==> src/rtl/core/sbl_pkg.sv <==
// ----------------------------------------------------------------------------
// sbl_pkg
// shared types and constants of the separable 5x5 blur
// ----------------------------------------------------------------------------
`default_nettype none

package sbl_pkg;

   localparam int LINE_ROWS  = 4;
   localparam int BANK_W     = 2;
   localparam int COL_W      = 11;
   localparam int HGT_W      = 16;
   localparam int ROW_W      = 17;
   localparam int POS_W      = 27;
   localparam int CNT_W      = 5;
   localparam int SUM_W      = 12;
   localparam int VSUM_W     = 15;
   localparam int CSR_IDX_W  = 2;
   localparam int CSR_DATA_W = 16;

   localparam logic [CSR_IDX_W-1:0] CSR_FRAME_WIDTH  = 2'd0;
   localparam logic [CSR_IDX_W-1:0] CSR_FRAME_HEIGHT = 2'd1;

   localparam logic [COL_W-1:0] RESET_WIDTH  = 11'd640;
   localparam logic [HGT_W-1:0] RESET_HEIGHT = 16'd480;

   typedef enum logic [1:0] {
      ST_SETUP,
      ST_LOAD,
      ST_DIVIDE,
      ST_RUN
   } sbl_state_type;

   typedef struct packed {
      logic [7:0] blue_in;
      logic [7:0] green_in;
      logic [7:0] red_in;
      logic       flush;
   } sbl_req_type;

   typedef struct packed {
      logic [7:0] blue_out;
      logic [7:0] green_out;
      logic [7:0] red_out;
      logic       frame_end;
   } sbl_rsp_type;

   // per-item control handed from the position tracker to the lanes
   typedef struct packed {
      logic [COL_W-1:0]  col;
      logic [BANK_W-1:0] bank;
      logic              fresh_ok;
      logic              out_ok;
      logic              frame_end;
      logic              edge_l2;
      logic              edge_l1;
      logic              edge_r1;
      logic              edge_r2;
      logic              top2;
      logic              top1;
      logic              bot1;
      logic              bot2;
   } sbl_item_type;

endpackage

`default_nettype wire

==> src/rtl/core/sbl_ctrl.sv <==
// ----------------------------------------------------------------------------
// sbl_ctrl
// configuration registers, frame position tracking and restart divider
// ----------------------------------------------------------------------------
`default_nettype none

module sbl_ctrl #(
   parameter int MAX_WIDTH = 1024
) (
   input  wire logic                                clock,
   input  wire logic                                reset,
   input  wire logic                                csr_we,
   input  wire logic [sbl_pkg::CSR_IDX_W-1:0]       csr_index,
   input  wire logic [sbl_pkg::CSR_DATA_W-1:0]      csr_data,
   input  wire logic                                take,
   output logic                                     run,
   output logic                                     pix_slot,
   output sbl_pkg::sbl_item_type                    item
);

   localparam int PW = sbl_pkg::POS_W;
   localparam int CW = sbl_pkg::COL_W;
   localparam int HW = sbl_pkg::HGT_W;
   localparam int RW = sbl_pkg::ROW_W;
   localparam int NW = sbl_pkg::CNT_W;

   sbl_pkg::sbl_state_type state_ff, state_in;
   logic [CW-1:0] fwidth_ff, fwidth_in;
   logic [HW-1:0] fheight_ff, fheight_in;
   logic [CW-1:0] wid_ff, wid_in;
   logic [HW-1:0] hgt_ff, hgt_in;
   logic [PW-1:0] npix_ff, npix_in;
   logic [PW-1:0] pos_ff, pos_in;
   logic [CW-1:0] qcol_ff, qcol_in;
   logic [RW-1:0] qrow_ff, qrow_in;
   logic [PW-1:0] dvd_ff, dvd_in;
   logic [CW-1:0] rem_ff, rem_in;
   logic [NW-1:0] cnt_ff, cnt_in;

   logic [CW-1:0] wuse;
   logic [HW-1:0] huse;
   logic [PW:0]   total;
   logic [PW:0]   pos_inc;
   logic [PW-1:0] pos_wrap;
   logic [CW:0]   rem_shift;
   logic          rem_ge;
   logic [CW-1:0] rem_step;
   logic [PW-1:0] dvd_step;
   logic [RW-1:0] hgt_ext;

   always_comb begin
      if (fwidth_ff < 11'd5) begin
         wuse = 11'd5;
      end else if (32'(fwidth_ff) > MAX_WIDTH) begin
         wuse = CW'(MAX_WIDTH);
      end else begin
         wuse = fwidth_ff;
      end
   end

   assign huse      = (fheight_ff == '0) ? HW'(1) : fheight_ff;
   assign total     = (PW+1)'(npix_ff) + {16'd0, wid_ff, 1'b0} + (PW+1)'(2);
   assign pos_inc   = {1'b0, pos_ff} + (PW+1)'(1);
   assign pos_wrap  = ({1'b0, pos_ff} >= total) ? '0 : pos_ff;
   assign hgt_ext   = {1'b0, hgt_ff};

   // one restoring step: remainder against the used width
   assign rem_shift = {rem_ff, dvd_ff[PW-1]};
   assign rem_ge    = rem_shift >= {1'b0, wid_ff};
   assign rem_step  = rem_ge ? CW'(rem_shift - {1'b0, wid_ff}) : rem_shift[CW-1:0];
   assign dvd_step  = {dvd_ff[PW-2:0], rem_ge};

   always_comb begin
      state_in   = state_ff;
      fwidth_in  = fwidth_ff;
      fheight_in = fheight_ff;
      wid_in     = wid_ff;
      hgt_in     = hgt_ff;
      npix_in    = npix_ff;
      pos_in     = pos_ff;
      qcol_in    = qcol_ff;
      qrow_in    = qrow_ff;
      dvd_in     = dvd_ff;
      rem_in     = rem_ff;
      cnt_in     = cnt_ff;
      unique case (state_ff)
         sbl_pkg::ST_SETUP: begin
            wid_in   = wuse;
            hgt_in   = huse;
            npix_in  = PW'(wuse) * PW'(huse);
            state_in = sbl_pkg::ST_LOAD;
         end
         sbl_pkg::ST_LOAD: begin
            pos_in   = pos_wrap;
            dvd_in   = (pos_wrap > PW'(1)) ? PW'(pos_wrap - PW'(2)) : '0;
            rem_in   = '0;
            cnt_in   = '0;
            state_in = sbl_pkg::ST_DIVIDE;
         end
         sbl_pkg::ST_DIVIDE: begin
            rem_in = rem_step;
            dvd_in = dvd_step;
            cnt_in = cnt_ff + NW'(1);
            if (cnt_ff == NW'(PW - 1)) begin
               qcol_in  = rem_step;
               qrow_in  = dvd_step[RW-1:0];
               state_in = sbl_pkg::ST_RUN;
            end
         end
         sbl_pkg::ST_RUN: begin
            if (take) begin
               pos_in = (pos_inc >= total) ? '0 : pos_inc[PW-1:0];
               if (pos_ff < PW'(2)) begin
                  qcol_in = '0;
                  qrow_in = '0;
               end else if (qcol_ff == wid_ff - CW'(1)) begin
                  qcol_in = '0;
                  qrow_in = qrow_ff + RW'(1);
               end else begin
                  qcol_in = qcol_ff + CW'(1);
               end
            end
         end
         default: state_in = sbl_pkg::ST_SETUP;
      endcase
      if (csr_we) begin
         state_in = sbl_pkg::ST_SETUP;
         unique case (csr_index)
            sbl_pkg::CSR_FRAME_WIDTH:  fwidth_in  = csr_data[CW-1:0];
            sbl_pkg::CSR_FRAME_HEIGHT: fheight_in = csr_data;
            default: ;
         endcase
      end
   end

   always_ff @(posedge clock) begin
      if (reset) begin
         state_ff   <= sbl_pkg::ST_SETUP;
         fwidth_ff  <= sbl_pkg::RESET_WIDTH;
         fheight_ff <= sbl_pkg::RESET_HEIGHT;
         pos_ff     <= '0;
         qcol_ff    <= '0;
         qrow_ff    <= '0;
         cnt_ff     <= '0;
      end else begin
         state_ff   <= state_in;
         fwidth_ff  <= fwidth_in;
         fheight_ff <= fheight_in;
         pos_ff     <= pos_in;
         qcol_ff    <= qcol_in;
         qrow_ff    <= qrow_in;
         cnt_ff     <= cnt_in;
      end
   end

   always_ff @(posedge clock) begin
      wid_ff  <= wid_in;
      hgt_ff  <= hgt_in;
      npix_ff <= npix_in;
      dvd_ff  <= dvd_in;
      rem_ff  <= rem_in;
   end

   assign run      = (state_ff == sbl_pkg::ST_RUN);
   assign pix_slot = pos_ff < npix_ff;

   always_comb begin
      item.col       = qcol_ff;
      item.bank      = qrow_ff[sbl_pkg::BANK_W-1:0];
      item.fresh_ok  = (pos_ff > PW'(1)) && (qrow_ff < hgt_ext);
      item.out_ok    = (pos_ff > PW'(1)) && (qrow_ff > RW'(1));
      item.frame_end = (qrow_ff == hgt_ext + RW'(1)) && (qcol_ff == wid_ff - CW'(1));
      item.edge_l2   = qcol_ff < CW'(2);
      item.edge_l1   = qcol_ff == '0;
      item.edge_r1   = qcol_ff == wid_ff - CW'(1);
      item.edge_r2   = qcol_ff >= wid_ff - CW'(2);
      item.top2      = qrow_ff < RW'(4);
      item.top1      = qrow_ff < RW'(3);
      item.bot1      = qrow_ff >= hgt_ext + RW'(1);
      item.bot2      = qrow_ff >= hgt_ext;
   end

endmodule

`default_nettype wire

==> config.mk <==
export PLATFORM = sky130hd
export DESIGN_NAME = sbl_ctrl
export DESIGN_NICKNAME = d
export VERILOG_FILES = /design/src/rtl/core/sbl_pkg.sv /design/src/rtl/core/sbl_ctrl.sv
export SDC_FILE = /design/constraint.sdc
export NUM_CORES = 1
export LEC_CHECK = 0
export CORE_MARGIN = 2
export CORE_UTILIZATION = 35
export CTS_CLUSTER_DIAMETER = 60
export CTS_CLUSTER_SIZE = 14
export DETAILED_ROUTE_END_ITERATION = 8
export DONT_BUFFER_PORTS = 1
export SYNTH_ARGS = -nofsm -noshare
export SYNTH_HDL_FRONTEND = slang
export SYNTH_SLANG_ARGS = --single-unit
==> constraint.sdc <==
create_clock -name clock -period 13.8 [get_ports clock]
set_input_delay 1.38 -clock clock [delete_from_list [all_inputs] [get_ports clock]]
set_output_delay 1.38 -clock clock [all_outputs]
set_load 0.02 [all_outputs]
==> qor.csv, run 1 <==
metric,value,unit
hpwl,38800,µm
initial_core_util,35.5,%
power.ir.vdd_worst,0.0667,mV
synth_area,19200,µm²
grt.overflow.total,0,
cts_buffer_depth,2,
grt_pass1_vias,15000,
cts_sinks,181,
fmax,0.132,GHz
synth-seq-cells,181,
ys_warn_count,0,
antenna_found_initial,0,
routed_wl,50100,µm
status,finished clean,
start_kind,flop,
dp_slack,6.26,ns
synth-async-reset-ratio,0,%
p_clk_share,26.3,%
maxSlewHeadroom,11.4,%
drt-pass1-iter-count,5,
syn-num-nets,2582,
nNetsFinal,2499,
holdWs,0.462,ns
grtUsageTotal,17.8,%
place.gp.congestion,0.898,
tightestPinTransition,1.33,ns
hold_viol,0,
drt_first_iter_violations,1039,
drv_slew,0,
skew,0.0148,ns
ant_nets,0,
grt_max_degree,64,
post-cts-setup-buffers,0,
root_buffer,clkbuf_16,
cts_tree,done,
cts-hold-fix-buffers,0,
seqPwrFrac,38.1,%
critPathCaptureType,flop,
ys_seq_area_share,23.7,%
switching_share,37.3,%
cts_max_level,4,
max-cap-violations,0,
diodes,0,
cp_max_fo,11,
power_switching,0.000674,W
dp.cells,2786,
synth_cell_types,86,
arrival,7.76,ns
ys.flop_type,edfxtp_1,
critical_path_class,reg2reg,
fin_tns_setup,0,ns
clkTransAtPathRegs,0.07,ns
p_comb_share,35.6,%
layout_min_cycle_time,7.55,ns
die_y,238,µm
hold_path.class,reg2reg,
num_rows,85,
instances_no_fill,2818,
cts_buffers,17,
die_x,238,µm
setup_ws,6.25,ns
ios,48,
grt_pass1_wl,80200,µm
synth_edf_count,92,
p_leak,9.05,nW
drc,0,
drive_gt1_share,3.63,%
via_per_inst,5.42,
synthCells,2192,
coreArea,54000,µm²
insertion_delay,0.47,ns
fin_crit_sh,54.7,%
finalSetupViolCount,0,
post_cts_resized,0,
io_buffers,0,
area_growth,5.26,%
avgSynthCellArea,8.76,µm²
die_area,56700,µm²
routedWlPerCell,17.8,µm
internal-power,0.00113,W
power-per-cell-area,89.3,nW/µm²
vias,15300,
crit_required,14.01,ns
rsz0062_at_grt,false,
-- synth_stat cells (7+ instances only) --
cell type	n	area share (%)
a21o_1	42	1.6
nand2b_1	28	0.91
edfxtp_1	92	14
fa_1	127	13
nor2_1	105	2.1
a31oi_1	7	0.23
nor3_1	30	0.78
and4_1	8	0.36
nand3b_1	15	0.59
o21ai_0	79	2.1
a211oi_1	14	0.55
a21oi_1	112	2.9
nand3_1	50	1.3
xnor2_1	100	4.6
dfxtp_1	89	9.3
nor2b_1	28	0.91
nor4_1	25	0.81
nand2_1	273	5.3
o211ai_1	21	0.82
clkbuf_1	89	1.7
and2_1	77	2.5
and3_1	35	1.1
or3_1	8	0.26
a32o_1	17	0.89
inv_1	240	4.7
xor2_1	32	1.5
ha_1	241	16
o21a_1	19	0.74
nand4_1	28	0.91
buf_2	14	0.36
-- stage by stage --
step           utilization [%]  total power, W  cell area, µm²
2_1_floorplan                -         0.00117           19200
3_3_place_gp              36.4         0.00131           19700
3_5_place_dp              36.4         0.00134           19700
4_1_cts                   37.4         0.00181           20200
5_1_grt                   37.4         0.00192           20200
6_report                  37.4         0.00180           20200
-- path summary, 6_finish.rpt --
check	startpoint	to	slack [ns]	cells after the start
setup / recovery	fwidth_ff[6]$_SDFFE_PP0P_	npix_ff[25]$_DFFE_PN_	6.25	21
hold / removal	fheight_ff[0]$_SDFFE_PP0P_	fheight_ff[0]$_SDFFE_PP0P_	0.46	2
setup reg to reg	fwidth_ff[6]$_SDFFE_PP0P_	npix_ff[25]$_DFFE_PN_	6.25	21
hold reg to reg	fheight_ff[0]$_SDFFE_PP0P_	fheight_ff[0]$_SDFFE_PP0P_	0.46	2
-- power by group through the flow --
stage	registers, W	clock network (W)	logic (W)
4_1_cts	0.000686	0.000481	0.000644
6_report	0.000687	0.000475	0.000643
3_5_place_dp	0.000698	0	0.000638
5_1_grt	0.000694	0.000499	0.000727
3_3_place_gp	0.000697	0	0.000618
2_1_floorplan	0.000665	0	0.000505
-- state kept, by name, summed over array words and instances (netlist names), 5 cells and up --
register    flops
dvd_ff         27
npix_ff        27
pos_ff         27
qrow_ff        17
fheight_ff     16
hgt_ff         16
fwidth_ff      11
qcol_ff        11
rem_ff         11
wid_ff         11
cnt_ff          5
-- logic make-up after synthesis --
group	share of synthesized area [%]
buffers and inverters	7.38
flip-flops	23.7
XOR/XNOR	6.02
multiplexers	0.665
AO/OA/AOI/OAI	13.6
adder cells (fa/ha/maj)	28.9
AND/OR/NAND/NOR	19.7
-- critical path, cell delays in order (launching register included) --
cell and delay (ns):
dfxtp_1 0.39, nor4_1 0.39, nand2_1 0.15, o41ai_1 0.85, and2_1 0.49, nand2_1 0.13, fa_1 0.45, fa_1 0.50
fa_1 0.49, inv_1 0.05, fa_1 0.53, inv_1 0.06, fa_1 0.54, inv_1 0.05, ha_1 0.22, or3_1 0.40
o31ai_1 0.44, o21ai_0 0.23, o31ai_1 0.44, o2111ai_1 0.19, a21oi_1 0.21, xnor2_1 0.10
-- layout make-up --
| type | count | area (µm²) |
|---|---|---|
| Tap cell | 696 | 871 |
| Sequential cell | 181 | 4540 |
| Clock inverter | 9 | 65.1 |
| Clock buffer | 23 | 478 |
| Inverter | 242 | 908 |
| Timing Repair Buffer | 13 | 97.6 |
| Multi-Input combinational cell | 1654 | 13200 |
| Fill cell | 5434 | 33800 |
-- layout by cell type (no fill, tap or decap), drive strengths merged, types with 23 or more instances in the layout --
cell    instances
inv           246
xor2           32
nand4          28
nand3          50
and2           77
nor2b          28
nand2b         28
nor2          107
nor3           32
a21oi         113
xnor2         100
a21o           42
edfxtp         92
dfxtp          89
nand2         274
nor4           27
and3           35
fa            127
clkbuf         23
o21ai          84
ha            241
-- metal layers --
| layer | part of all wire [%] | wire, µm | up-vias | global-route usage (%) |
|---|---|---|---|---|
| met5 | 0 | 0 | - | 0 |
| met4 | 2.3 | 1150 | 0 | 5.70 |
| met3 | 3.8 | 1900 | 70 | 2.12 |
| met2 | 48 | 24100 | 343 | 29.9 |
| met1 | 46 | 22900 | 7510 | 23.8 |
| li1 | - | - | 7337 | - |
No activity file was read; power rests on OpenSTA's default activity.
==> run 2, diff against run 1 <==
Clock period 13.8 ns to 6.6 ns, I/O delays scaled along.
==> qor.csv, run 2 (synthesis results as in run 1) <==
metric,value,unit
drt-pass1-iter-count,5,
status,finished clean,
start_kind,flop,
grt_max_degree,64,
cts-hold-fix-buffers,0,
cts_sinks,181,
cts_tree,done,
initial_core_util,35.5,%
fillers,5433,
arrival,6.47,ns
hold_path.class,in2reg,
ant_nets,0,
cpMaxStageDelayCell,fa_1,
coreArea,54000,µm²
drc,0,
cp_max_fo,3,
drv_slew,0,
grt_pass1_wl,83300,µm
crit_family,adder cells,
power-per-cell-area,189,nW/µm²
insertion_delay,0.47,ns
io_buffers,0,
p_leak,9.25,nW
place.gp.congestion,0.865,
max-cap-violations,0,
regArea,4540,µm²
worst-path-buf-inv,4,
p_total,0.00388,W
drive_gt1_share,5.47,%
final_common_cell,nand2_1,
max_stage_delay,0.53,ns
cts_buffers,17,
rsz0062_at_grt,false,
die_y,238,µm
hpwl,39500,µm
antenna_found_initial,1,
clkTransAtPathRegs,0.08,ns
drt_first_iter_violations,1156,
critical_path_class,reg2reg,
reg_top3,"dvd_ff: 27 flops, npix_ff: 27 flops, pos_ff: 27 flops",
vias,15400,
path_common_cell,fa_1,
root_buffer,clkbuf_16,
skew,0.0197,ns
crit_required,6.83,ns
layout_min_cycle_time,6.25,ns
tightestPinTransition,1.27,ns
fin_crit_sh,94.6,%
cp_cell_sequence,"nor4_2, nand2_1, o41ai_2, and2_4, nand2_1, fa_1, fa_1, fa_1, inv_1, fa_1, inv_1, fa_1, inv_1, ha_1, or3_1, o211a_1, o21ai_1, nand3b_1, a31oi_1, buf_4, o21bai_1, a21oi_1, xnor2_1",
critPathCaptureType,flop,
finalSetupViolCount,0,
num_rows,85,
hold_viol,0,
cts_max_level,4,
final_cell_mix,"273 x nand2_1, 240 x inv_1, 240 x ha_1",
diodes,0,
die_area,56700,µm²
fin_tns_setup,0,ns
nNetsFinal,2533,
routedWlPerCell,17.9,µm
fmax,0.160,GHz
multi_input_area,13300,µm²
routed_wl,51100,µm
maxSlewHeadroom,15.4,%
grt.overflow.total,0,
holdWs,0.264,ns
cts_buffer_depth,2,
grtUsageTotal,18.4,%
grt_pass1_vias,15500,
ios,48,
power.ir.vdd_worst,0.189,mV
via_per_inst,5.41,
area_growth,7.15,%
die_x,238,µm
==> run 2: changes by cell type in the layout (fill, tap and decap cells not counted), sizes merged <==
cell / delta
clkinvlp: -1
bufinv: +2
clkinv: +1
buf: +34
clkbuf: -2
==> run 2: worst register-to-register path, delay by kind of cell (launching register included) <==
family | cells | cell delay, ns
AND/OR/NAND/NOR | 6 | 1.26
AO/OA/AOI/OAI | 6 | 1.32
buffers and inverters | 4 | 0.31
flip-flops | 1 | 0.32
XOR/XNOR | 1 | 0.08
adder cells (fa/ha/maj) | 6 | 2.70
==> run 2: area by class of cell <==
cell class,count,area share (%)
Sequential cell,181,22.1
Tap cell,696,4.23
Clock buffer,21,2.24
Multi-Input combinational cell,1654,64.6
Timing Repair Buffer,47,1.72
Clock inverter,11,0.669
Inverter,242,4.42
==> run 2: timing repair <==
action / 4_1_cts / 5_1_grt
endpoints found under the hold margin: 0 / 0
setup endpoints to repair: 27 / 34
resized for setup: 1 / 10
setup buffers: 0 / 1
cloned: 0 / 0
==> run 2: layer usage <==
layer,part of all wire (%),vias to the layer above,track usage [%]
met5,0,-,0
met4,2.0,0,5.27
met3,4.8,48,2.74
met2,48,385,31.0
met1,45,7593,24.6
li1,-,7415,-
==> run 2: worst paths after layout <==
path                        startpoint                         to  slack [ns]  cells past startpoint
max          fwidth_ff[6]$_SDFFE_PP0P_      npix_ff[24]$_DFFE_PN_        0.35                     23
min                             csr_we   state_ff[1]$_SDFFE_PP0P_        0.26                      1
max reg2reg  fwidth_ff[6]$_SDFFE_PP0P_      npix_ff[24]$_DFFE_PN_        0.35                     23
min reg2reg  fwidth_ff[4]$_SDFFE_PP0P_  fwidth_ff[4]$_SDFFE_PP0P_        0.47                      2
==> run 2: through the flow <==
step / worst slack [ns] / cell area [µm²] / utilization [%] / instances
detailed placement: -0.0771 / 19900 / 36.9 / 2819
floorplan: 0.0559 / 19200 / - / 2192
global route: 0.0260 / 20600 / 38.1 / 2852
global placement: 0.0852 / 19900 / 36.9 / 2819
CTS: 0.00132 / 20500 / 38.0 / 2851
finish: 0.354 / 20600 / 38.1 / 2852
==> run 2: power breakdown <==
| part | switching [W] | total (W) | internal [W] |
|---|---|---|---|
| combinational | 0.000830 | 0.00139 | 0.000557 |
| clock | 0.000491 | 0.00108 | 0.000590 |
| sequential | 0.000104 | 0.00141 | 0.00131 |
| total | 0.00142 | 0.00388 | 0.00245 |
==> run 3, diff against run 2 <==
Settings changed: MAX_ROUTING_LAYER set to met4.
==> qor.csv, run 3 (synthesis results as in run 1) <==
metric,value,unit
hpwl,39100,µm
drive_gt1_share,5.65,%
fillers,5401,
layout_min_cycle_time,6.28,ns
cp_max_fo,6,
io_buffers,0,
grt_pass1_vias,15400,
nNetsFinal,2535,
holdWs,0.264,ns
path_common_cell,fa_1,
root_buffer,clkbuf_16,
final_cell_mix,"273 x nand2_1, 240 x inv_1, 240 x ha_1",
clkTransAtPathRegs,0.07,ns
cp_cell_sequence,"nor4_2, nand2_1, o41ai_2, and2_4, buf_4, nand2_1, fa_1, inv_1, fa_1, fa_1, fa_1, inv_1, fa_1, inv_1, ha_1, and3_1, nor2b_1, nor2_1, o21ai_0, o31ai_1, buf_4, o2111ai_1, a21oi_1, xnor2_1",
initial_core_util,35.5,%
die_y,238,µm
arrival,6.49,ns
p_total,0.00384,W
fmax,0.159,GHz
r2r-end,npix_ff[25]$_DFFE_PN_,
ant_nets,0,
coreArea,54000,µm²
ios,48,
rsz0062_at_grt,false,
holdPathEnd,qrow_ff[4]$_SDFFE_PP0P_,
hold_viol,0,
tightestPinTransition,1.30,ns
cpMaxStageDelayCell,fa_1,
status,finished clean,
reg_top3,"dvd_ff: 27 flops, npix_ff: 27 flops, pos_ff: 27 flops",
fin_crit_sh,95.2,%
cts-hold-fix-buffers,0,
grt_max_degree,64,
die_area,56700,µm²
final_common_cell,nand2_1,
cts_max_level,4,
drc,0,
max_stage_delay,0.54,ns
area_growth,7.14,%
dp_slack,-0.00714,ns
routedWlPerCell,17.7,µm
diodes,0,
place.gp.congestion,0.898,
cts_buffer_depth,2,
cts_buffers,17,
insertion_delay,0.47,ns
power.ir.vdd_worst,0.154,mV
cts_tree,done,
drt_first_iter_violations,1118,
start_kind,flop,
setup_ws,0.319,ns
drv_slew,0,
crit_required,6.81,ns
max-cap-violations,0,
power-per-cell-area,187,nW/µm²
critical_path_class,reg2reg,
grt_pass1_wl,81700,µm
holdCritStartpoint,reset,
critPathCaptureType,flop,
p_leak,9.27,nW
cts_sinks,181,
grt.overflow.total,0,
fin_tns_setup,0,ns
finalSetupViolCount,0,
place_area,19900,µm²
r2r_start,fwidth_ff[6]$_SDFFE_PP0P_,
via_per_inst,5.44,
maxSlewHeadroom,13.4,%
rrSetupSlack,0.32,ns
num_rows,85,
drt-pass1-iter-count,6,
worst-path-buf-inv,5,
routed_wl,50400,µm
die_x,238,µm
r2r_cells,24,
antenna_found_initial,1,
grtUsageTotal,18.6,%
vias,15500,
hold_path.class,in2reg,
postLayoutCellArea,20600,µm²
worstHoldPathCells,1,
crit_family,adder cells,
skew,0.0163,ns
-- run 3: cell types whose count changed in the layout (fill, tap and decap cells not counted), moves of 2 or more --
cell / change
clkbuf_1: -2
inv_6: -3
clkinv_4: +2
buf_4: +2
-- run 3: report_power, final --
group          switching, W  leakage (nW)  internal (W)  total [W]
Combinational      0.000822          7.31      0.000557    0.00138
Sequential         0.000102          1.67       0.00131    0.00141
Clock              0.000486         0.294      0.000563    0.00105
Total               0.00141          9.27       0.00243    0.00384
-- run 3: worst max path at each step --
stage | start | to | slack, ns | depth (start not counted)
floorplan | fwidth_ff[6]$_SDFFE_PP0P_ | npix_ff[25]$_DFFE_PN_ | 0.06 | 22
global placement | wid_ff[0]$_DFFE_PN_ | dvd_ff[6]$_DFFE_PP_ | 0.06 | 30
detailed placement | wid_ff[0]$_DFFE_PN_ | dvd_ff[22]$_DFFE_PP_ | -0.007 | 30
CTS | wid_ff[0]$_DFFE_PN_ | dvd_ff[6]$_DFFE_PP_ | 0.07 | 30
global route | fwidth_ff[6]$_SDFFE_PP0P_ | npix_ff[25]$_DFFE_PN_ | 0.01 | 25
finish | fwidth_ff[6]$_SDFFE_PP0P_ | npix_ff[25]$_DFFE_PN_ | 0.32 | 24
-- run 3: routing by layer --
metal  vias up  wire [µm]  GRT usage [%]
li1       7417          -              -
met1      7615      22700           24.1
met2       401      23900           29.9
met3        82       2400           2.74
met4         0       1390           5.80
met5         -          0              -
-- run 3: through the flow --
step | cells | util [%]
after global routing | 2854 | 38.1
after global placement | 2820 | 36.9
after floorplan | 2192 | -
after detailed placement | 2820 | 36.9
final | 2854 | 38.1
after CTS | 2852 | 38.0
-- run 3: timing repair --
action                     CTS  global route
gates resized for setup      2             8
setup buffers                0             2
setup endpoints to repair   18            32
-- run 3: area by class of cell --
type / count / area [µm²] / share of cell area [%]
inverters: 242 / 908 / 4.42
clock inverters: 11 / 116 / 0.566
well taps: 696 / 871 / 4.23
multi-input cells: 1654 / 13300 / 64.6
flip-flops and latches: 181 / 4540 / 22.1
repair buffers: 49 / 368 / 1.79
clock buffers: 21 / 473 / 2.30
-- run 3: worst reg2reg max path, delay by kind of cell, from the launching register on --
family | cells | cell delay, ns
buffers and inverters | 5 | 0.45
and+or+nand+nor | 7 | 1.21
AOI/OAI and AO/OA | 5 | 1.01
adders and majority gates | 6 | 2.92
DFF | 1 | 0.32
xor gates and xnor gates | 1 | 0.09
